### src/hdl/assert_macros.svh
// assertion helpers used by quadrature_speed_estimator to check its own logic
`ifndef ASSERT_MACROS_SVH
`define ASSERT_MACROS_SVH

// property checked on every clock edge outside reset
`define ASSERT_ALWAYS(lbl, clk_s, rst_s, prop, msg) \
  lbl: assert property (@(posedge clk_s) disable iff (rst_s) (prop)) else $error(msg);

// same-cycle implication
`define ASSERT_IMPL(lbl, clk_s, rst_s, ante, cons, msg) \
  lbl: assert property (@(posedge clk_s) disable iff (rst_s) (ante) |-> (cons)) \
    else $error(msg);

`endif

### src/hdl/qse_pkg.sv
`timescale 1ns / 1ps
// ----------------------------------------------------------------------------
// qse_pkg
// Widths, codes, reset values and shared types of the quadrature speed
// estimator.
// ----------------------------------------------------------------------------
package qse_pkg;

  localparam int KIND_W   = 2;
  localparam int TIME_W   = 32;
  localparam int SPEED_W  = 32;
  localparam int COUNT_W  = 9;
  localparam int WINDOW_W = 8;
  localparam int SCALE_W  = 32;
  localparam int PROD_W   = SCALE_W + WINDOW_W;

  localparam int TIME_BITS_DEFAULT = 32;

  localparam logic [KIND_W-1:0] KIND_EDGE_A = 2'd0;
  localparam logic [KIND_W-1:0] KIND_EDGE_B = 2'd1;
  localparam logic [KIND_W-1:0] KIND_CHECK  = 2'd2;

  localparam int APB_DATA_W = 32;
  localparam int APB_ADDR_W = 4;
  localparam int REG_IDX_W  = APB_ADDR_W - 2;

  localparam logic [REG_IDX_W-1:0] REG_WINDOW  = 2'd0;
  localparam logic [REG_IDX_W-1:0] REG_TIMEOUT = 2'd1;
  localparam logic [REG_IDX_W-1:0] REG_SCALE   = 2'd2;

  localparam logic [WINDOW_W-1:0] WINDOW_RESET  = 8'd12;
  localparam logic [TIME_W-1:0]   TIMEOUT_RESET = 32'd100000;
  localparam logic [SCALE_W-1:0]  SCALE_RESET   = 32'd1000000;
  localparam logic [TIME_W-1:0]   CAPTURE_RESET = 32'd42;

  typedef struct packed {
    logic [WINDOW_W-1:0] window;
    logic [TIME_W-1:0]   timeout;
    logic [SCALE_W-1:0]  scale;
  } cfg_t;

  typedef struct packed {
    logic busy;
    logic done;
  } unit_stat_t;

endpackage

### src/hdl/qse_in_if.sv
`timescale 1ns / 1ps
// ----------------------------------------------------------------------------
// qse_in_if
// Input channel: encoder edge events and timeout checks.
// ----------------------------------------------------------------------------
interface qse_in_if;
  logic                      valid;
  logic                      ready;
  logic [qse_pkg::KIND_W-1:0] kind;
  logic                      level_a;
  logic                      level_b;
  logic [qse_pkg::TIME_W-1:0] time_us;

  modport source (output valid, kind, level_a, level_b, time_us, input ready);
  modport sink   (input valid, kind, level_a, level_b, time_us, output ready);
endinterface

### src/hdl/qse_out_if.sv
`timescale 1ns / 1ps
// ----------------------------------------------------------------------------
// qse_out_if
// Output channel: speed, acceleration and pulse count after each item.
// ----------------------------------------------------------------------------
interface qse_out_if;
  logic                               valid;
  logic                               ready;
  logic signed [qse_pkg::SPEED_W-1:0] speed_out;
  logic signed [qse_pkg::SPEED_W-1:0] accel_out;
  logic                               new_measure;
  logic signed [qse_pkg::COUNT_W-1:0] count_out;

  modport source (output valid, speed_out, accel_out, new_measure, count_out,
                  input ready);
  modport sink   (input valid, speed_out, accel_out, new_measure, count_out,
                  output ready);
endinterface

### src/hdl/qse_mul.sv
`timescale 1ns / 1ps
// ----------------------------------------------------------------------------
// qse_mul
// Shift-and-add multiplier, one bit of the pulse magnitude per cycle.
// ----------------------------------------------------------------------------
module qse_mul (
  input  logic                           clk,
  input  logic                           rst,
  input  logic                           start,
  input  logic [qse_pkg::SCALE_W-1:0]    multiplicand,
  input  logic [qse_pkg::WINDOW_W-1:0]   multiplier,
  output logic [qse_pkg::PROD_W-1:0]     product,
  output qse_pkg::unit_stat_t            stat
);

  localparam int CNT_W = $clog2(qse_pkg::WINDOW_W);
  localparam logic [CNT_W-1:0] LAST = CNT_W'(qse_pkg::WINDOW_W - 1);

  logic                          busy;
  logic                          done;
  logic [CNT_W-1:0]              cnt;
  logic [qse_pkg::PROD_W-1:0]    acc;
  logic [qse_pkg::WINDOW_W-1:0]  mag_sr;
  logic [qse_pkg::SCALE_W-1:0]   mcand;
  logic [qse_pkg::PROD_W-1:0]    acc_next;

  // msb first: double and add
  always_comb begin
    acc_next = {acc[qse_pkg::PROD_W-2:0], 1'b0};
    if (mag_sr[qse_pkg::WINDOW_W-1]) begin
      acc_next = acc_next + qse_pkg::PROD_W'(mcand);
    end
  end

  always_ff @(posedge clk) begin
    if (rst) begin
      busy <= 1'b0;
      done <= 1'b0;
      cnt  <= '0;
    end else begin
      done <= busy && !start && (cnt == LAST);
      if (start) begin
        busy <= 1'b1;
        cnt  <= '0;
      end else if (busy) begin
        cnt <= cnt + 1'b1;
        if (cnt == LAST) begin
          busy <= 1'b0;
        end
      end
    end
  end

  always_ff @(posedge clk) begin
    if (start) begin
      acc    <= '0;
      mag_sr <= multiplier;
      mcand  <= multiplicand;
    end else if (busy) begin
      acc    <= acc_next;
      mag_sr <= {mag_sr[qse_pkg::WINDOW_W-2:0], 1'b0};
    end
  end

  assign product   = acc;
  assign stat.busy = busy;
  assign stat.done = done;

endmodule

### src/hdl/qse_div.sv
`timescale 1ns / 1ps
// ----------------------------------------------------------------------------
// qse_div
// Restoring divider, one quotient bit per cycle.
// ----------------------------------------------------------------------------
module qse_div #(
  parameter int DIVISOR_W = qse_pkg::TIME_BITS_DEFAULT
) (
  input  logic                         clk,
  input  logic                         rst,
  input  logic                         start,
  input  logic [qse_pkg::PROD_W-1:0]   dividend,
  input  logic [DIVISOR_W-1:0]         divisor,
  output logic [qse_pkg::PROD_W-1:0]   quotient,
  output qse_pkg::unit_stat_t          stat
);

  localparam int CNT_W = $clog2(qse_pkg::PROD_W);
  localparam logic [CNT_W-1:0] LAST = CNT_W'(qse_pkg::PROD_W - 1);

  logic                        busy;
  logic                        done;
  logic [CNT_W-1:0]            cnt;
  logic [qse_pkg::PROD_W-1:0]  dq;
  logic [DIVISOR_W-1:0]        rem;
  logic [DIVISOR_W-1:0]        dsr;
  logic [DIVISOR_W:0]          trial;
  logic [DIVISOR_W:0]          diff;
  logic                        ge;

  // remainder stays below the divisor, so the difference fits
  always_comb begin
    trial = {rem, dq[qse_pkg::PROD_W-1]};
    diff  = trial - {1'b0, dsr};
    ge    = (trial >= {1'b0, dsr});
  end

  always_ff @(posedge clk) begin
    if (rst) begin
      busy <= 1'b0;
      done <= 1'b0;
      cnt  <= '0;
    end else begin
      done <= busy && !start && (cnt == LAST);
      if (start) begin
        busy <= 1'b1;
        cnt  <= '0;
      end else if (busy) begin
        cnt <= cnt + 1'b1;
        if (cnt == LAST) begin
          busy <= 1'b0;
        end
      end
    end
  end

  always_ff @(posedge clk) begin
    if (start) begin
      dq  <= dividend;
      rem <= '0;
      dsr <= divisor;
    end else if (busy) begin
      rem <= ge ? diff[DIVISOR_W-1:0] : trial[DIVISOR_W-1:0];
      dq  <= {dq[qse_pkg::PROD_W-2:0], ge};
    end
  end

  assign quotient  = dq;
  assign stat.busy = busy;
  assign stat.done = done;

endmodule

### src/hdl/qse_regs.sv
`timescale 1ns / 1ps
// ----------------------------------------------------------------------------
// qse_regs
// APB register bank: window, timeout and distance scale.
// ----------------------------------------------------------------------------
module qse_regs (
  input  logic                             clk,
  input  logic                             rst,
  input  logic                             psel,
  input  logic                             penable,
  input  logic                             pwrite,
  input  logic [qse_pkg::APB_ADDR_W-1:0]   paddr,
  input  logic [qse_pkg::APB_DATA_W-1:0]   pwdata,
  output logic [qse_pkg::APB_DATA_W-1:0]   prdata,
  output logic                             pready,
  output qse_pkg::cfg_t                    cfg
);

  logic [qse_pkg::REG_IDX_W-1:0] idx;
  logic                          wr;

  assign idx    = paddr[qse_pkg::APB_ADDR_W-1:2];
  assign wr     = psel & penable & pwrite;
  assign pready = 1'b1;

  always_ff @(posedge clk) begin
    if (rst) begin
      cfg.window  <= qse_pkg::WINDOW_RESET;
      cfg.timeout <= qse_pkg::TIMEOUT_RESET;
      cfg.scale   <= qse_pkg::SCALE_RESET;
    end else if (wr) begin
      case (idx)
        qse_pkg::REG_WINDOW:  cfg.window  <= pwdata[qse_pkg::WINDOW_W-1:0];
        qse_pkg::REG_TIMEOUT: cfg.timeout <= pwdata[qse_pkg::TIME_W-1:0];
        qse_pkg::REG_SCALE:   cfg.scale   <= pwdata[qse_pkg::SCALE_W-1:0];
        default: ;
      endcase
    end
  end

  always_comb begin
    case (idx)
      qse_pkg::REG_WINDOW:  prdata = qse_pkg::APB_DATA_W'(cfg.window);
      qse_pkg::REG_TIMEOUT: prdata = qse_pkg::APB_DATA_W'(cfg.timeout);
      qse_pkg::REG_SCALE:   prdata = qse_pkg::APB_DATA_W'(cfg.scale);
      default:              prdata = '0;
    endcase
  end

endmodule

### src/hdl/quadrature_speed_estimator.sv
`timescale 1ns / 1ps
// ----------------------------------------------------------------------------
// quadrature_speed_estimator
// Fixed pulse-count speed measurement for one quadrature encoder.
// ----------------------------------------------------------------------------
// usage:
//   in_ch carries one item per encoder edge (kind A or B with both pin levels
//   and a microsecond timestamp) or a timeout check; out_ch returns exactly
//   one item per input item with speed, acceleration, pulse count and a flag
//   for a fresh measurement. the apb port sets window, timeout and scale; the
//   user writes it only while the block is idle, not enforced by the block.
//   one item is worked on at a time. an edge that does not close the window
//   and a timeout check pass through the eval and hold states, and the block
//   returns to idle as their result is raised; an edge that closes the window
//   also passes through the mul, div, fin and acc states, waiting on the 8-step
//   shift-add multiplier and the 40-step restoring divider.
//   results sit in an output register: the next item is accepted while a
//   result still waits, and its own result is held back until the register
//   is taken, so a stalled receiver only stops the flow after one item.
//   a synchronous reset clears the count, speed and acceleration, sets the
//   capture time to 42 and restores the register defaults; nothing is in flight.
// ----------------------------------------------------------------------------
`include "assert_macros.svh"

module quadrature_speed_estimator #(
  parameter int TIME_BITS = qse_pkg::TIME_BITS_DEFAULT
) (
  input  logic                             clk,
  input  logic                             rst,
  input  logic                             psel,
  input  logic                             penable,
  input  logic                             pwrite,
  input  logic [qse_pkg::APB_ADDR_W-1:0]   paddr,
  input  logic [qse_pkg::APB_DATA_W-1:0]   pwdata,
  output logic [qse_pkg::APB_DATA_W-1:0]   prdata,
  output logic                             pready,
  qse_in_if.sink                           in_ch,
  qse_out_if.source                        out_ch
);

  localparam int SPEED_W = qse_pkg::SPEED_W;
  localparam int COUNT_W = qse_pkg::COUNT_W;
  localparam int CMP_W   = (TIME_BITS > qse_pkg::TIME_W) ? TIME_BITS : qse_pkg::TIME_W;

  localparam logic [2:0] ST_IDLE = 3'd0;
  localparam logic [2:0] ST_EVAL = 3'd1;
  localparam logic [2:0] ST_MUL  = 3'd2;
  localparam logic [2:0] ST_DIV  = 3'd3;
  localparam logic [2:0] ST_FIN  = 3'd4;
  localparam logic [2:0] ST_ACC  = 3'd5;
  localparam logic [2:0] ST_HOLD = 3'd6;

  localparam logic signed [SPEED_W-1:0] SPEED_MAX = {1'b0, {(SPEED_W-1){1'b1}}};
  localparam logic signed [SPEED_W-1:0] SPEED_MIN = {1'b1, {(SPEED_W-1){1'b0}}};

  qse_pkg::cfg_t       cfg;
  qse_pkg::unit_stat_t mul_stat;
  qse_pkg::unit_stat_t div_stat;

  logic [2:0]                       state;
  logic [qse_pkg::KIND_W-1:0]       kind_q;
  logic                             lvl_a;
  logic                             lvl_b;
  logic [TIME_BITS-1:0]             now_q;
  logic [TIME_BITS-1:0]             elapsed_q;
  logic [TIME_BITS-1:0]             capture_time;
  logic [TIME_BITS-1:0]             now_in;
  logic [TIME_BITS-1:0]             divisor;
  logic signed [COUNT_W-1:0]        pulse_count;
  logic signed [SPEED_W-1:0]        speed_reg;
  logic signed [SPEED_W-1:0]        accel_reg;
  logic signed [SPEED_W-1:0]        prev_speed;
  logic                             fresh;
  logic [qse_pkg::WINDOW_W-1:0]     mag_q;
  logic                             neg_q;
  logic                             mul_start;
  logic                             div_start;
  logic [qse_pkg::PROD_W-1:0]       product;
  logic [qse_pkg::PROD_W-1:0]       quotient;

  logic                             is_edge;
  logic                             up;
  logic signed [COUNT_W-1:0]        count_next;
  logic [COUNT_W-1:0]               count_abs;
  logic [qse_pkg::WINDOW_W-1:0]     mag;
  logic                             fire;
  logic                             timed_out;
  logic                             q_over;
  logic signed [SPEED_W-1:0]        speed_next;
  logic signed [SPEED_W:0]          diff;
  logic signed [SPEED_W-1:0]        accel_next;
  logic                             out_free;

  qse_regs u_regs (
    .clk     (clk),
    .rst     (rst),
    .psel    (psel),
    .penable (penable),
    .pwrite  (pwrite),
    .paddr   (paddr),
    .pwdata  (pwdata),
    .prdata  (prdata),
    .pready  (pready),
    .cfg     (cfg)
  );

  qse_mul u_mul (
    .clk          (clk),
    .rst          (rst),
    .start        (mul_start),
    .multiplicand (cfg.scale),
    .multiplier   (mag_q),
    .product      (product),
    .stat         (mul_stat)
  );

  qse_div #(
    .DIVISOR_W (TIME_BITS)
  ) u_div (
    .clk      (clk),
    .rst      (rst),
    .start    (div_start),
    .dividend (product),
    .divisor  (divisor),
    .quotient (quotient),
    .stat     (div_stat)
  );

  assign now_in   = TIME_BITS'(in_ch.time_us);
  assign divisor  = (elapsed_q == '0) ? TIME_BITS'(1) : elapsed_q;
  assign out_free = !out_ch.valid || out_ch.ready;
  assign in_ch.ready = (state == ST_IDLE);

  always_comb begin
    is_edge    = kind_q inside {qse_pkg::KIND_EDGE_A, qse_pkg::KIND_EDGE_B};
    up         = (kind_q == qse_pkg::KIND_EDGE_A) ? (lvl_a == lvl_b) : (lvl_a != lvl_b);
    count_next = up ? (pulse_count + COUNT_W'(1)) : (pulse_count - COUNT_W'(1));
    count_abs  = count_next[COUNT_W-1] ? COUNT_W'(-count_next) : COUNT_W'(count_next);
    mag        = count_abs[qse_pkg::WINDOW_W-1:0];
    fire       = (mag >= cfg.window);
    timed_out  = (CMP_W'(elapsed_q) > CMP_W'(cfg.timeout));
  end

  // quotient of 2^31 or more clamps to the limit of its sign; accel saturates too
  always_comb begin
    q_over = |quotient[qse_pkg::PROD_W-1:SPEED_W-1];
    if (neg_q) begin
      speed_next = q_over ? SPEED_MIN : -$signed(quotient[SPEED_W-1:0]);
    end else begin
      speed_next = q_over ? SPEED_MAX : $signed(quotient[SPEED_W-1:0]);
    end
    diff = {speed_reg[SPEED_W-1], speed_reg} - {prev_speed[SPEED_W-1], prev_speed};
    if (diff[SPEED_W] != diff[SPEED_W-1]) begin
      accel_next = diff[SPEED_W] ? SPEED_MIN : SPEED_MAX;
    end else begin
      accel_next = diff[SPEED_W-1:0];
    end
  end

  always_ff @(posedge clk) begin
    if (rst) begin
      state        <= ST_IDLE;
      pulse_count  <= '0;
      capture_time <= TIME_BITS'(qse_pkg::CAPTURE_RESET);
      speed_reg    <= '0;
      accel_reg    <= '0;
      mul_start    <= 1'b0;
      div_start    <= 1'b0;
      out_ch.valid <= 1'b0;
    end else begin
      mul_start <= (state == ST_EVAL) && is_edge && fire;
      div_start <= (state == ST_MUL) && mul_stat.done;
      if (state == ST_HOLD && out_free) begin
        out_ch.valid <= 1'b1;
      end else if (out_ch.ready) begin
        out_ch.valid <= 1'b0;
      end
      case (state)
        ST_IDLE: begin
          if (in_ch.valid) begin
            state <= ST_EVAL;
          end
        end
        ST_EVAL: begin
          state <= (is_edge && fire) ? ST_MUL : ST_HOLD;
          case (kind_q)
            qse_pkg::KIND_EDGE_A, qse_pkg::KIND_EDGE_B: begin
              if (!fire) begin
                pulse_count <= count_next;
              end
            end
            qse_pkg::KIND_CHECK: begin
              if (timed_out) begin
                speed_reg   <= '0;
                accel_reg   <= '0;
                pulse_count <= '0;
              end
            end
            default: ;
          endcase
        end
        ST_MUL: begin
          if (mul_stat.done) begin
            state <= ST_DIV;
          end
        end
        ST_DIV: begin
          if (div_stat.done) begin
            state <= ST_FIN;
          end
        end
        ST_FIN: begin
          speed_reg    <= speed_next;
          capture_time <= now_q;
          pulse_count  <= '0;
          state        <= ST_ACC;
        end
        ST_ACC: begin
          accel_reg <= accel_next;
          state     <= ST_HOLD;
        end
        ST_HOLD: begin
          if (out_free) begin
            state <= ST_IDLE;
          end
        end
        default: state <= ST_IDLE;
      endcase
    end
  end

  // item payload and result payload need no reset
  always_ff @(posedge clk) begin
    if (state == ST_IDLE && in_ch.valid) begin
      kind_q    <= in_ch.kind;
      lvl_a     <= in_ch.level_a;
      lvl_b     <= in_ch.level_b;
      now_q     <= now_in;
      elapsed_q <= now_in - capture_time;
      fresh     <= 1'b0;
    end
    if (state == ST_EVAL) begin
      mag_q <= mag;
      neg_q <= count_next[COUNT_W-1];
      if (is_edge && fire) begin
        fresh <= 1'b1;
      end
    end
    if (state == ST_FIN) begin
      prev_speed <= speed_reg;
    end
    if (state == ST_HOLD && out_free) begin
      out_ch.speed_out   <= speed_reg;
      out_ch.accel_out   <= accel_reg;
      out_ch.new_measure <= fresh;
      out_ch.count_out   <= pulse_count;
    end
  end

  `ASSERT_IMPL(a_out_load_from_hold, clk, rst, $rose(out_ch.valid), $past(state) == ST_HOLD,
    "result appeared outside the hold state")
  `ASSERT_IMPL(a_div_done_in_div, clk, rst, div_stat.done, state == ST_DIV,
    "divider finished while not awaited")
  `ASSERT_ALWAYS(a_units_exclusive, clk, rst, !(mul_stat.busy && div_stat.busy),
    "multiplier and divider busy together")
  `ASSERT_IMPL(a_fresh_clears_count, clk, rst, out_ch.valid && out_ch.new_measure,
    out_ch.count_out == '0, "measurement item with non-zero count")

endmodule
### src/flat_wrapper.sv
// flat-port wrapper written by rule: the top's interface ports become plain ports
module quadrature_speed_estimator_flat 
#(
  parameter int TIME_BITS = qse_pkg::TIME_BITS_DEFAULT
)
  (clk, rst, psel, penable, pwrite, paddr, pwdata, prdata, pready, in_ch_valid, in_ch_kind, in_ch_level_a, in_ch_level_b, in_ch_time_us, in_ch_ready, out_ch_valid, out_ch_speed_out, out_ch_accel_out, out_ch_new_measure, out_ch_count_out, out_ch_ready);
  qse_in_if in_ch_i ();
  qse_out_if out_ch_i ();
  input  logic clk;
  input  logic rst;
  input  logic psel;
  input  logic penable;
  input  logic pwrite;
  input  logic [qse_pkg::APB_ADDR_W-1:0] paddr;
  input  logic [qse_pkg::APB_DATA_W-1:0] pwdata;
  output logic [qse_pkg::APB_DATA_W-1:0] prdata;
  output logic pready;
  input wire logic [$bits(in_ch_i.valid)-1:0] in_ch_valid;
  input wire logic [$bits(in_ch_i.kind)-1:0] in_ch_kind;
  input wire logic [$bits(in_ch_i.level_a)-1:0] in_ch_level_a;
  input wire logic [$bits(in_ch_i.level_b)-1:0] in_ch_level_b;
  input wire logic [$bits(in_ch_i.time_us)-1:0] in_ch_time_us;
  output wire logic [$bits(in_ch_i.ready)-1:0] in_ch_ready;
  output wire logic [$bits(out_ch_i.valid)-1:0] out_ch_valid;
  output wire logic [$bits(out_ch_i.speed_out)-1:0] out_ch_speed_out;
  output wire logic [$bits(out_ch_i.accel_out)-1:0] out_ch_accel_out;
  output wire logic [$bits(out_ch_i.new_measure)-1:0] out_ch_new_measure;
  output wire logic [$bits(out_ch_i.count_out)-1:0] out_ch_count_out;
  input wire logic [$bits(out_ch_i.ready)-1:0] out_ch_ready;
  assign in_ch_i.valid = in_ch_valid;
  assign in_ch_i.kind = in_ch_kind;
  assign in_ch_i.level_a = in_ch_level_a;
  assign in_ch_i.level_b = in_ch_level_b;
  assign in_ch_i.time_us = in_ch_time_us;
  assign in_ch_ready = in_ch_i.ready;
  assign out_ch_valid = out_ch_i.valid;
  assign out_ch_speed_out = out_ch_i.speed_out;
  assign out_ch_accel_out = out_ch_i.accel_out;
  assign out_ch_new_measure = out_ch_i.new_measure;
  assign out_ch_count_out = out_ch_i.count_out;
  assign out_ch_i.ready = out_ch_ready;
  quadrature_speed_estimator #(.TIME_BITS(TIME_BITS)) u_core (.clk(clk), .rst(rst), .psel(psel), .penable(penable), .pwrite(pwrite), .paddr(paddr), .pwdata(pwdata), .prdata(prdata), .pready(pready), .in_ch(in_ch_i), .out_ch(out_ch_i));
endmodule
### config.mk
export PLATFORM = sky130hd
export DESIGN_NAME = quadrature_speed_estimator_flat
export DESIGN_NICKNAME = d
export VERILOG_FILES = /design/src/hdl/qse_pkg.sv /design/src/hdl/qse_in_if.sv /design/src/hdl/qse_out_if.sv /design/src/hdl/qse_mul.sv /design/src/hdl/qse_div.sv /design/src/hdl/qse_regs.sv /design/src/hdl/quadrature_speed_estimator.sv /design/src/flat_wrapper.sv
export VERILOG_INCLUDE_DIRS = /design/src /design/src/hdl
export SDC_FILE = /design/constraint.sdc
export NUM_CORES = 1
export LEC_CHECK = 0
export CAP_MARGIN = 25
export CORE_MARGIN = 5
export CORE_UTILIZATION = 55
export CTS_CLUSTER_SIZE = 10
export DETAILED_ROUTE_END_ITERATION = 6
export DONT_BUFFER_PORTS = 1
export PLACE_DENSITY_LB_ADDON = 0.25
export SYNTH_ARGS = -nofsm -noshare
export SYNTH_HDL_FRONTEND = slang
export SYNTH_SLANG_ARGS = --single-unit
### constraint.sdc
create_clock -name clk -period 7.1 [get_ports clk]
set_input_delay 1.42 -clock clk [delete_from_list [all_inputs] [get_ports clk]]
set_output_delay 1.42 -clock clk [all_outputs]
set_load 0.005 [all_outputs]
Yosys cells after proc, flatten, opt, wreduce, memory -nomap -nowiden:

Cells that the tools add are included.
Widths: inputs -> output; s select.

* bitwise operators: 2
* add/sub/neg operators: 10
* multiplexer cells: 40
* $lt $le $gt $ge: 3
* reduce and logical (&&, ||, !) cells: 35
* eq/ne operators: 24

Operators with widths (count)
* $mux 32: 8
* $pmux 32 s2: 2
* $mux 40: 3
* $pmux 32 s3: 1
* $sub 32x32->32: 2
* $add 40x32->40: 1
* $pmux 9 s2: 2
* $ge 33x32->1: 1
* $sub 32x32->33: 1
* $gt 32x32->1: 1
* $logic_not 32->1: 1
* $neg 32->32: 1
* $mux 9: 3
* $mux 8: 3
* $pmux 3 s7: 1
* $mux 3: 5
* $eq 3x3->1 const B: 4
* $mux 1: 12
* $reduce_bool 2->1: 6
* $logic_and 1x1->1: 10
* $add 9x2->9 const B: 1
* $reduce_or 9->1: 1
* $sub 9x2->9 const B: 1
* $ge 8x8->1: 1
* other kinds (23): 42

* bits of input ports: 79
* logic and storage cells: 150
* output and inout port bits: 109
* register bits after elaboration: 564

Logic depth before layout (Yosys ltp):

Gate-level depths: netlist of the first run.

* depth in word-level cells: 9
* depth in mapped cells: 25

Cells and area by module:

A second synthesis of the first run with hierarchy kept.

* cell total of the unflattened synthesis: 3082
* area total of the unflattened synthesis: 30546.8 um^2

By module, submodules not included
* quadrature_speed_estimator: instances 1, cells an instance 1613, area each 15741.3 um^2, sequential area each 7737.4 um^2
* qse_div: instances 1, cells an instance 604, area each 6278.5 um^2, sequential area each 2962.8 um^2
* qse_mul: instances 1, cells an instance 520, area each 5084.9 um^2, sequential area each 2102.0 um^2
* qse_regs: instances 1, cells an instance 345, area each 3442.1 um^2, sequential area each 1441.4 um^2

Worst setup path after synthesis of the first run:

OpenSTA, ideal clock, no wires.

* path kind: register to register
* from: register u_core.lvl_b
* to: register u_core.pulse_count[4]
* data arrival time: 4.893 ns
* path slack: 2.120 ns
* stages on the path, launching flop included: 25
* path buffers: 2
* period minus slack after synthesis: 4.980 ns
* setup time: 0.087 ns
* data required time: 7.013 ns
* path through: edfxtp_1 -> xnor2_1 -> xnor2_1 -> clkbuf_1 -> xnor2_1 -> ha_1 -> nor3_1 -> nor2_1 -> o21ai_1 -> or4b_1 -> a21oi_1 -> a21oi_1 -> xnor2_2 -> nor2_1 -> xor2_1 -> ha_1 -> a21o_1 -> a21o_1 -> a21o_1 -> a21o_1 -> a21oi_1 -> o211ai_1 -> and2_1 -> clkbuf_1 -> o31ai_1

* word-level cells in the longest chain between the ends: 8
* elaborated cells between the ends (all ways): 12
* classes of those cells: add/sub (1); order compare (1); eq/ne (3); mux (6); reduce/logical (1)

RTL lines
* start, declared: RTL line quadrature_speed_estimator.sv:63 `logic lvl_b;`
* start signal, assigned: RTL line quadrature_speed_estimator.sv:237 `lvl_b <= in_ch.level_b;`
* $ne 1x1->1 or $eq 1x1->1 (tied branches): RTL line quadrature_speed_estimator.sv:136 `up = (kind_q == qse_pkg::KIND_EDGE_A) ? (lvl_a == lvl_b) : (lvl_a != lvl_b);`
* $mux 1 (*): RTL line quadrature_speed_estimator.sv:136
* $mux 9 (*): RTL line quadrature_speed_estimator.sv:137 `count_next = up ? (pulse_count + COUNT_W'(1)) : (pulse_count - COUNT_W'(1));`
* $neg 8->8: RTL line quadrature_speed_estimator.sv:138 `count_abs = count_next[COUNT_W-1] ? COUNT_W'(-count_next) : COUNT_W'(count_next);`
* $mux 8 (*): RTL line quadrature_speed_estimator.sv:138
* named net u_core.count_abs[1]: RTL line quadrature_speed_estimator.sv:84 `logic [COUNT_W-1:0] count_abs;`
* $ge 8x8->1 (*): RTL line quadrature_speed_estimator.sv:140 `fire = (mag >= cfg.window);`
* $ne 3x3->1 (no line) (*)
* $reduce_and 4->1 (no line) (*)
* end signal, assigned: RTL line quadrature_speed_estimator.sv:189 `pulse_count <= count_next;`
* end, declared: RTL line quadrature_speed_estimator.sv:69 `logic signed [COUNT_W-1:0] pulse_count;`

The timed path passes the listed nets; every way through them passes the cells marked *. The select of a mux whose other input is x is not followed.
A chain may end at the register's enable or synchronous reset.

Worst setup path in the final report of the first run:

* from: register u_core.kind_q[1] (netlist name)
* to: register u_core.pulse_count[0]

* word-level cells in the longest chain between the ends: 8
* elaborated cells between the ends (all ways): 16
* classes of those cells: add/sub (1); order compare (1); eq/ne (5); mux (6); reduce/logical (3)

RTL lines
* start, declared: RTL line quadrature_speed_estimator.sv:61 `logic [qse_pkg::KIND_W-1:0] kind_q;`
* start signal, assigned: RTL line quadrature_speed_estimator.sv:235 `kind_q <= in_ch.kind;`
* $logic_not 2->1 (*): RTL line quadrature_speed_estimator.sv:136
* $mux 1 (*): RTL line quadrature_speed_estimator.sv:136
* $mux 9 (*): RTL line quadrature_speed_estimator.sv:137
* $neg 8->8: RTL line quadrature_speed_estimator.sv:138
* $mux 8 (*): RTL line quadrature_speed_estimator.sv:138
* named net u_core.count_abs[1]: RTL line quadrature_speed_estimator.sv:84
* $ge 8x8->1 (*): RTL line quadrature_speed_estimator.sv:140
* $ne 3x3->1 (no line) (*)
* $reduce_and 4->1 (no line) (*)

Marks and branches as above.

==> flow_results.xml, run 1 <==
<?xml version="1.0" encoding="UTF-8"?>
<metrics>
  <group name="status">
    <metric name="run_status" unit="">completed</metric>
  </group>
  <group name="min_path">
    <metric name="whs_endpoint" unit="">u_core.out_ch.new_measure$_DFFE_PP_</metric>
    <metric name="hold_path.class" unit="">reg2reg</metric>
    <metric name="min-delay-start" unit="">u_core.fresh$_DFF_P_</metric>
    <metric name="worst_hold_path.num_cells" unit="">0</metric>
  </group>
  <group name="yosys">
    <metric name="synth_enable_flop_cells" unit="">295</metric>
    <metric name="syn_inst" unit="">2933</metric>
    <metric name="syn_area" unit="mm^2">0.0290</metric>
    <metric name="synth.avg_cell_area" unit="um^2">9.89</metric>
    <metric name="synth.net_count" unit="">3188</metric>
    <metric name="synth_commonest_cells" unit="">nand2_1, edfxtp_1, dfxtp_1</metric>
    <metric name="ys_top_cells_by_area" unit="">edfxtp_1, dfxtp_1, ha_1</metric>
    <metric name="synthesis.yosys.warnings" unit="">0</metric>
    <metric name="synth.distinct_cells" unit="">85</metric>
    <metric name="synth_ff_type" unit="">edfxtp_1</metric>
    <metric name="yosysTopAreaCell" unit="">edfxtp_1</metric>
    <metric name="async_flop_share" unit="">0</metric>
    <metric name="synth-seq-area-share" unit="">0.491</metric>
    <metric name="top_cell_type_s_share_of_synthesized_area" unit="">0.306</metric>
    <metric name="yosys.cell_count.top_type" unit="">nand2_1</metric>
    <metric name="ys_ff_latch" unit="">564</metric>
  </group>
  <group name="global_route">
    <metric name="grt_max_degree" unit="">165</metric>
    <metric name="gr-total-overflow" unit="">0</metric>
    <metric name="antenna_found_initial" unit="">0</metric>
    <metric name="overall_global_routing_resource_usage" unit="">0.241</metric>
    <metric name="grt_first_pass_wirelength" unit="um">112000</metric>
    <metric name="vias_in_the_first_global_route" unit="">20301</metric>
  </group>
  <group name="final_layout">
    <metric name="layout.cell_area.non_filler" unit="mm^2">0.0315</metric>
    <metric name="largest_register_ffs" unit="">72</metric>
    <metric name="final_layout_size_suffix_gt1_frac" unit="">0.0639</metric>
    <metric name="finish.net_count" unit="">3118</metric>
    <metric name="flow.area_growth_from_synthesis" unit="%">8.61</metric>
    <metric name="antennaDiodeCount" unit="">0</metric>
    <metric name="largest-register" unit="">u_core.u_regs.cfg</metric>
  </group>
  <group name="clocking">
    <metric name="cts.clk_slew.worst_paths" unit="ps">60</metric>
    <metric name="cts_buffer_depth" unit="">3</metric>
    <metric name="cts_tree" unit="">built</metric>
    <metric name="cts.repair.resized" unit="">0</metric>
    <metric name="cts_htree_levels" unit="">3</metric>
    <metric name="cts.root.buffer_cell" unit="">clkbuf_16</metric>
    <metric name="clock_sinks" unit="">564</metric>
    <metric name="clock_latency" unit="ps">610</metric>
    <metric name="post_cts.repair.setup_buffers" unit="">0</metric>
    <metric name="cts_hold_repair.buffers" unit="">0</metric>
    <metric name="tritoncts.num_buffers" unit="">68</metric>
  </group>
  <group name="job">
    <metric name="timing.max_cap.violations" unit="">0</metric>
  </group>
  <group name="route">
    <metric name="drt_iter0_drc" unit="">1608</metric>
    <metric name="detail_route.first_pass.iterations" unit="">6</metric>
    <metric name="antenna_left" unit="">0</metric>
    <metric name="totalWireLength" unit="um">70700</metric>
    <metric name="avgRoutedWirePerCell" unit="um">19.6</metric>
    <metric name="detail_route.vias_per_cell" unit="">5.93</metric>
    <metric name="drc_errors" unit="">0</metric>
    <metric name="count_of_vias_placed_by_the_detailed_router" unit="">21364</metric>
  </group>
  <group name="placed_design">
    <metric name="place.port_buffers" unit="">0</metric>
    <metric name="placedInstanceArea" unit="mm^2">0.0294</metric>
    <metric name="dp_slack" unit="ps">1960</metric>
    <metric name="routabilityCongestion" unit="">0.924</metric>
    <metric name="hpwlAfterDp" unit="um">50500</metric>
  </group>
  <group name="worst_setup_path">
    <metric name="r2r-start" unit="">u_core.kind_q[1]$_DFFE_PP_</metric>
    <metric name="cpMaxStageDelayCell" unit="">or4b_1</metric>
    <metric name="cp_max_fo" unit="">16</metric>
    <metric name="worst_ep_required_time" unit="ps">7570</metric>
    <metric name="startpoint_class_of_the_critical_path" unit="">register</metric>
    <metric name="path_cells" unit="">nor2_1 -&gt; xnor2_1 -&gt; buf_4 -&gt; xnor2_1 -&gt; ha_1 -&gt; nor3_1 -&gt; nor2_1 -&gt; o21ai_1 -&gt; or4b_1 -&gt; a21oi_1 -&gt; a21oi_1 -&gt; xnor2_2 -&gt; nor2_1 -&gt; xor2_1 -&gt; ha_1 -&gt; a21o_1 -&gt; a21o_1 -&gt; a21o_1 -&gt; a21o_1 -&gt; a21oi_1 -&gt; o211ai_1 -&gt; and2_1 -&gt; a21oi_1 -&gt; nor2_1</metric>
    <metric name="arrival" unit="ps">5650</metric>
    <metric name="setup.worst_path.class" unit="">reg2reg</metric>
    <metric name="reg2reg_setup_slack" unit="ps">1910</metric>
    <metric name="cpPeakStageDelay" unit="ps">550</metric>
    <metric name="r2r.worst_path.cells" unit="">24</metric>
    <metric name="reg2reg_to" unit="">u_core.pulse_count[0]$_SDFFE_PP0P_</metric>
    <metric name="end_kind" unit="">register</metric>
  </group>
  <group name="timing">
    <metric name="tightest_slew" unit="ps">1030</metric>
    <metric name="period_needed" unit="ps">5190</metric>
    <metric name="setup_slack" unit="ps">1910</metric>
    <metric name="setup_repair_after_global_routing_missed_its_margin" unit="">false</metric>
    <metric name="timing.final.hold_violations" unit="">0</metric>
    <metric name="period_share" unit="">0.731</metric>
    <metric name="setup_viol_count_final" unit="">0</metric>
    <metric name="maxSlewHeadroom" unit="">0.312</metric>
    <metric name="tns" unit="ps">0</metric>
    <metric name="timing.fmax" unit="MHz">193</metric>
    <metric name="fin_worst_skew" unit="ps">36.1</metric>
    <metric name="finalMaxSlewViolations" unit="">0</metric>
  </group>
  <group name="floorplanning">
    <metric name="core_area" unit="mm^2">0.0524</metric>
    <metric name="start_util" unit="">0.553</metric>
    <metric name="die_area" unit="mm^2">0.0574</metric>
    <metric name="dieHeight" unit="um">240</metric>
    <metric name="dieWidth" unit="um">240</metric>
    <metric name="floorplan.io_pins" unit="">188</metric>
    <metric name="rows" unit="">84</metric>
  </group>
  <group name="power">
    <metric name="max-vdd-ir-drop" unit="mV">0.290</metric>
    <metric name="powerDensity" unit="mW/mm^2">389</metric>
    <metric name="power.static_leakage" unit="nW">12.2</metric>
  </group>
</metrics>
-- placed cells by master (no fill, tap or decap), types with 19 or more instances in the layout --
master and instances:
nand2b_1 22, a22oi_1 24, a21o_1 94, edfxtp_1 295
nor2b_1 22, nand4_1 29, mux2_2 47, o21a_1 19
a211oi_1 61, inv_1 186, a221o_1 28, buf_4 19
mux2i_1 42, a21oi_1 244, xnor2_1 92, dfxtp_1 265
nand3_1 43, nor3_1 33, a31oi_1 22, a22o_1 31
xor2_1 63, clkbuf_16 69, o21ai_0 105, ha_1 172
nand2_1 328, clkbuf_1 38, nor2_1 231
-- power by group --
group	total (mW)	internal, mW	switching [mW]
Combinational	4.33	1.76	2.57
Sequential	4.75	4.17	0.571
Clock	3.18	1.86	1.31
Total	12.3	7.80	4.45
-- routing by layer --
layer  vias up  part of all wire  track usage
li1      10393                 -            -
met1     10197              0.44        0.337
met2       660              0.44        0.374
met3       114             0.081       0.0571
met4         0             0.030       0.0756
met5         -                 0            0
-- through the flow --
step	cells	util	hold WS, ps	power (mW)
2_1_floorplan	2933	-	406	7.98
3_3_place_gp	3477	0.561	418	8.91
3_5_place_dp	3479	0.561	413	9.06
4_1_cts	3599	0.600	421	12.3
5_1_grt	3601	0.600	442	13.0
6_report	3601	0.600	409	12.3
-- cells by family after synthesis --
family	share of synthesized area
compound gates	0.173
xor+xnor	0.0474
fa+ha+maj	0.0797
buf+inv	0.0460
flops	0.491
mux	0.0331
other cells	0.000129
simple gates	0.129
-- worst max-delay path by stage --
stage,startpoint,to,slack (ps),depth (start not counted)
6_report,u_core.kind_q[1]$_DFFE_PP_,u_core.pulse_count[0]$_SDFFE_PP0P_,1910,24
5_1_grt,u_core.kind_q[1]$_DFFE_PP_,u_core.pulse_count[6]$_SDFFE_PP0P_,1440,23
4_1_cts,u_core.kind_q[1]$_DFFE_PP_,u_core.pulse_count[6]$_SDFFE_PP0P_,1930,23
3_5_place_dp,u_core.lvl_b$_DFFE_PP_,u_core.pulse_count[6]$_SDFFE_PP0P_,1960,23
3_3_place_gp,u_core.lvl_b$_DFFE_PP_,u_core.pulse_count[0]$_SDFFE_PP0P_,2070,24
2_1_floorplan,u_core.lvl_b$_DFFE_PP_,u_core.pulse_count[4]$_SDFFE_PP0P_,2120,24
-- cell type report --
class / instances / area [um^2]
multi-input cells: 2019 / 13500
clock buffers: 112 / 1940
flip-flops and latches: 564 / 14300
well taps: 688 / 861
fillers: 4323 / 21000
clock inverters: 8 / 76.3
repair buffers: 22 / 196
inverters: 188 / 707
-- critical path, delay by kind of cell (launching register included) --
kind                       cells  cell delay (ps)
adders and majority gates      2              540
AOI/OAI and AO/OA             10             1680
and+or+nand+nor                7             1330
buffers and inverters          1              230
DFF                            1              430
xor gates and xnor gates       4              840
No activity file was read; power rests on OpenSTA's default activity.
==> run 2, diff against run 1 <==
Clock period 7.1 ns to 4.5 ns, I/O delays scaled along.
==> run 2 against run 1 <==
The flow now finishes with violations (setup timing). Sequential power increased by 59%. Hold slack worse by 15 ps. Sequential share of layout area shrank 0.30 points. Clock skew down 9.7 ps. Total power up 61%. Register-to-register slack got worse by 2000 ps. Critical path type unchanged. Count of clock-buffer cells in the layout is 1 higher. Core utilization rose by 0.40 points. First-iteration DRC count up 7.3%. Fmax is 13% higher.
==> flow_results.xml, run 2 (synthesis results as in run 1) <==
<?xml version="1.0" encoding="UTF-8"?>
<metrics>
  <group name="timing">
    <metric name="setup_repair_after_global_routing_missed_its_margin" unit="">true</metric>
    <metric name="fin_worst_skew" unit="ps">26.5</metric>
    <metric name="setup_slack" unit="ps">-76.2</metric>
    <metric name="tightest_slew" unit="ps">1010</metric>
    <metric name="finalMaxSlewViolations" unit="">0</metric>
    <metric name="maxSlewHeadroom" unit="">0.328</metric>
    <metric name="period_needed" unit="ps">4580</metric>
    <metric name="timing.fmax" unit="MHz">219</metric>
    <metric name="timing.final.hold_violations" unit="">0</metric>
    <metric name="setup_viol_count_final" unit="">8</metric>
    <metric name="tns" unit="ps">-321</metric>
    <metric name="period_share" unit="">1.02</metric>
  </group>
  <group name="final_layout">
    <metric name="largest_register_ffs" unit="">72</metric>
    <metric name="largest-register" unit="">u_core.u_regs.cfg</metric>
    <metric name="final_layout_size_suffix_gt1_frac" unit="">0.0730</metric>
    <metric name="flow.area_growth_from_synthesis" unit="%">9.32</metric>
    <metric name="finish.net_count" unit="">3136</metric>
    <metric name="mostFrequentLayoutCells" unit="">nand2_1, edfxtp_1, dfxtp_1</metric>
    <metric name="antennaDiodeCount" unit="">0</metric>
    <metric name="final_common_cell" unit="">nand2_1</metric>
  </group>
  <group name="job">
    <metric name="timing.max_cap.violations" unit="">0</metric>
  </group>
  <group name="global_route">
    <metric name="grt_first_pass_wirelength" unit="um">114000</metric>
    <metric name="antenna_found_initial" unit="">0</metric>
    <metric name="overall_global_routing_resource_usage" unit="">0.247</metric>
    <metric name="grt_max_degree" unit="">165</metric>
    <metric name="vias_in_the_first_global_route" unit="">20615</metric>
    <metric name="gr-total-overflow" unit="">0</metric>
  </group>
  <group name="floorplanning">
    <metric name="rows" unit="">84</metric>
    <metric name="dieWidth" unit="um">240</metric>
    <metric name="die_area" unit="mm^2">0.0574</metric>
    <metric name="core_area" unit="mm^2">0.0524</metric>
    <metric name="dieHeight" unit="um">240</metric>
    <metric name="floorplan.io_pins" unit="">188</metric>
    <metric name="start_util" unit="">0.553</metric>
  </group>
  <group name="route">
    <metric name="drt_iter0_drc" unit="">1725</metric>
    <metric name="detail_route.first_pass.iterations" unit="">6</metric>
    <metric name="drc_errors" unit="">0</metric>
    <metric name="avgRoutedWirePerCell" unit="um">20.1</metric>
    <metric name="antenna_left" unit="">0</metric>
    <metric name="detail_route.vias_per_cell" unit="">5.97</metric>
    <metric name="totalWireLength" unit="um">72700</metric>
    <metric name="count_of_vias_placed_by_the_detailed_router" unit="">21605</metric>
  </group>
  <group name="worst_setup_path">
    <metric name="worst_ep_required_time" unit="ps">4950</metric>
    <metric name="crit_end" unit="">u_core.pulse_count[0]$_SDFFE_PP0P_</metric>
    <metric name="cp_max_fo" unit="">8</metric>
    <metric name="launch_point_of_the_critical_path" unit="">u_core.lvl_b$_DFFE_PP_</metric>
    <metric name="reg2reg_setup_slack" unit="ps">-80</metric>
    <metric name="r2r.worst_path.cells" unit="">23</metric>
    <metric name="r2r-start" unit="">u_core.lvl_b$_DFFE_PP_</metric>
    <metric name="startpoint_class_of_the_critical_path" unit="">register</metric>
    <metric name="setup.worst_path.class" unit="">reg2reg</metric>
    <metric name="arrival" unit="ps">5030</metric>
    <metric name="end_kind" unit="">register</metric>
    <metric name="reg2reg_to" unit="">u_core.pulse_count[0]$_SDFFE_PP0P_</metric>
  </group>
  <group name="power">
    <metric name="power.static_leakage" unit="nW">12.3</metric>
    <metric name="report.power.total" unit="mW">19.8</metric>
    <metric name="max-vdd-ir-drop" unit="mV">0.580</metric>
    <metric name="powerDensity" unit="mW/mm^2">623</metric>
  </group>
  <group name="clocking">
    <metric name="cts.root.buffer_cell" unit="">clkbuf_16</metric>
    <metric name="clock_latency" unit="ps">600</metric>
    <metric name="clock_sinks" unit="">564</metric>
    <metric name="cts_htree_levels" unit="">3</metric>
    <metric name="tritoncts.num_buffers" unit="">68</metric>
    <metric name="cts.clk_slew.worst_paths" unit="ps">60</metric>
    <metric name="cts_buffer_depth" unit="">3</metric>
    <metric name="cts_hold_repair.buffers" unit="">0</metric>
    <metric name="cts_tree" unit="">built</metric>
  </group>
  <group name="min_path">
    <metric name="hold_path.class" unit="">in2reg</metric>
  </group>
  <group name="placed_design">
    <metric name="routabilityCongestion" unit="">0.923</metric>
    <metric name="hpwlAfterDp" unit="um">52600</metric>
    <metric name="place.port_buffers" unit="">0</metric>
  </group>
  <group name="status">
    <metric name="violations_in_the_final_reports" unit="">setup timing</metric>
    <metric name="run_status" unit="">complete, but fails checks</metric>
  </group>
</metrics>
run 2: cell types whose count changed in the layout (fill, tap and decap cells not counted), sizes merged:
cell    delta
inv        -3
bufinv     +2
clkinv     +1
clkbuf     +1
buf       +17
and2       +1
run 2: how the worst min path moves through the flow:
stage / startpoint / endpoint / slack (ps) / cells after the start
global placement: u_core.accel_reg[6]$_SDFFE_PP0P_ / u_core.out_ch.accel_out[6]$_DFFE_PP_ / 420 / 0
detailed placement: u_core.accel_reg[14]$_SDFFE_PP0P_ / u_core.out_ch.accel_out[14]$_DFFE_PP_ / 420 / 0
floorplan: u_core.pulse_count[3]$_SDFFE_PP0P_ / u_core.out_ch.count_out[3]$_DFFE_PP_ / 410 / 0
CTS: in_ch_time_us[6] / u_core.now_q[6]$_DFFE_PP_ / 360 / 0
global route: in_ch_time_us[6] / u_core.now_q[6]$_DFFE_PP_ / 370 / 0
finish: in_ch_time_us[6] / u_core.now_q[6]$_DFFE_PP_ / 390 / 0
run 2: where the power goes:
part	switching (mW)	internal (mW)	total, mW
Combinational	4.23	2.93	7.15
Clock	2.03	3.04	5.08
Sequential	0.937	6.59	7.53
run 2: critical path, cell delays in order (launching register included):
cell and delay [ps]:
edfxtp_1 410, xnor2_2 170, xnor2_2 270, xnor2_2 160
ha_2 230, nor3_2 40, nor2_1 120, o21ai_2 90
or4b_4 500, a21oi_4 160, a21oi_2 80, xnor2_2 140
buf_4 170, nor2_1 110, xor2_1 200, ha_1 260
a21o_1 160, a21o_1 170, a21o_1 170, a21oi_2 150
o211ai_1 230, and2_4 270, a21oi_2 130, nor2_1 40
run 2: layer usage:
metal  track usage  share of wire  vias to the layer above
met2         0.394           0.46                      675
met1         0.340           0.44                    10345
met5             0              0                        -
li1              -              -                    10455
met3        0.0564          0.072                      130
met4        0.0747          0.027                        0
run 2: through the flow:
stage                      util  instances  cell area [um^2]  hold WS [ps]  setup WS (ps)
after floorplan               -       2933             29100           406           -125
after global routing      0.604       3620             31700           372           -304
after detailed placement  0.564       3492             29600           420          -90.8
after global placement    0.564       3492             29600           420           40.2
after CTS                 0.603       3613             31600           363          -28.9
final                     0.604       3620             31700           394          -76.2
run 2: cell type report:
| class | instances | area (um^2) |
|---|---|---|
| Clock buffer | 113 | 1940 |
| Clock inverter | 8 | 88.8 |
| Fill cell | 4314 | 20700 |
| Inverter | 188 | 707 |
| Multi-Input combinational cell | 2020 | 13500 |
| Sequential cell | 564 | 14300 |
| Tap cell | 688 | 861 |
| Timing Repair Buffer | 39 | 297 |
run 2: timing repair:
item | CTS | global route
gates cloned | 0 | 1
buffers inserted | 0 | 6
setup endpoints to repair | 10 | 11
pin swaps | 0 | 13
hold endpoints to repair | 0 | 0
gates resized for setup | 3 | 9
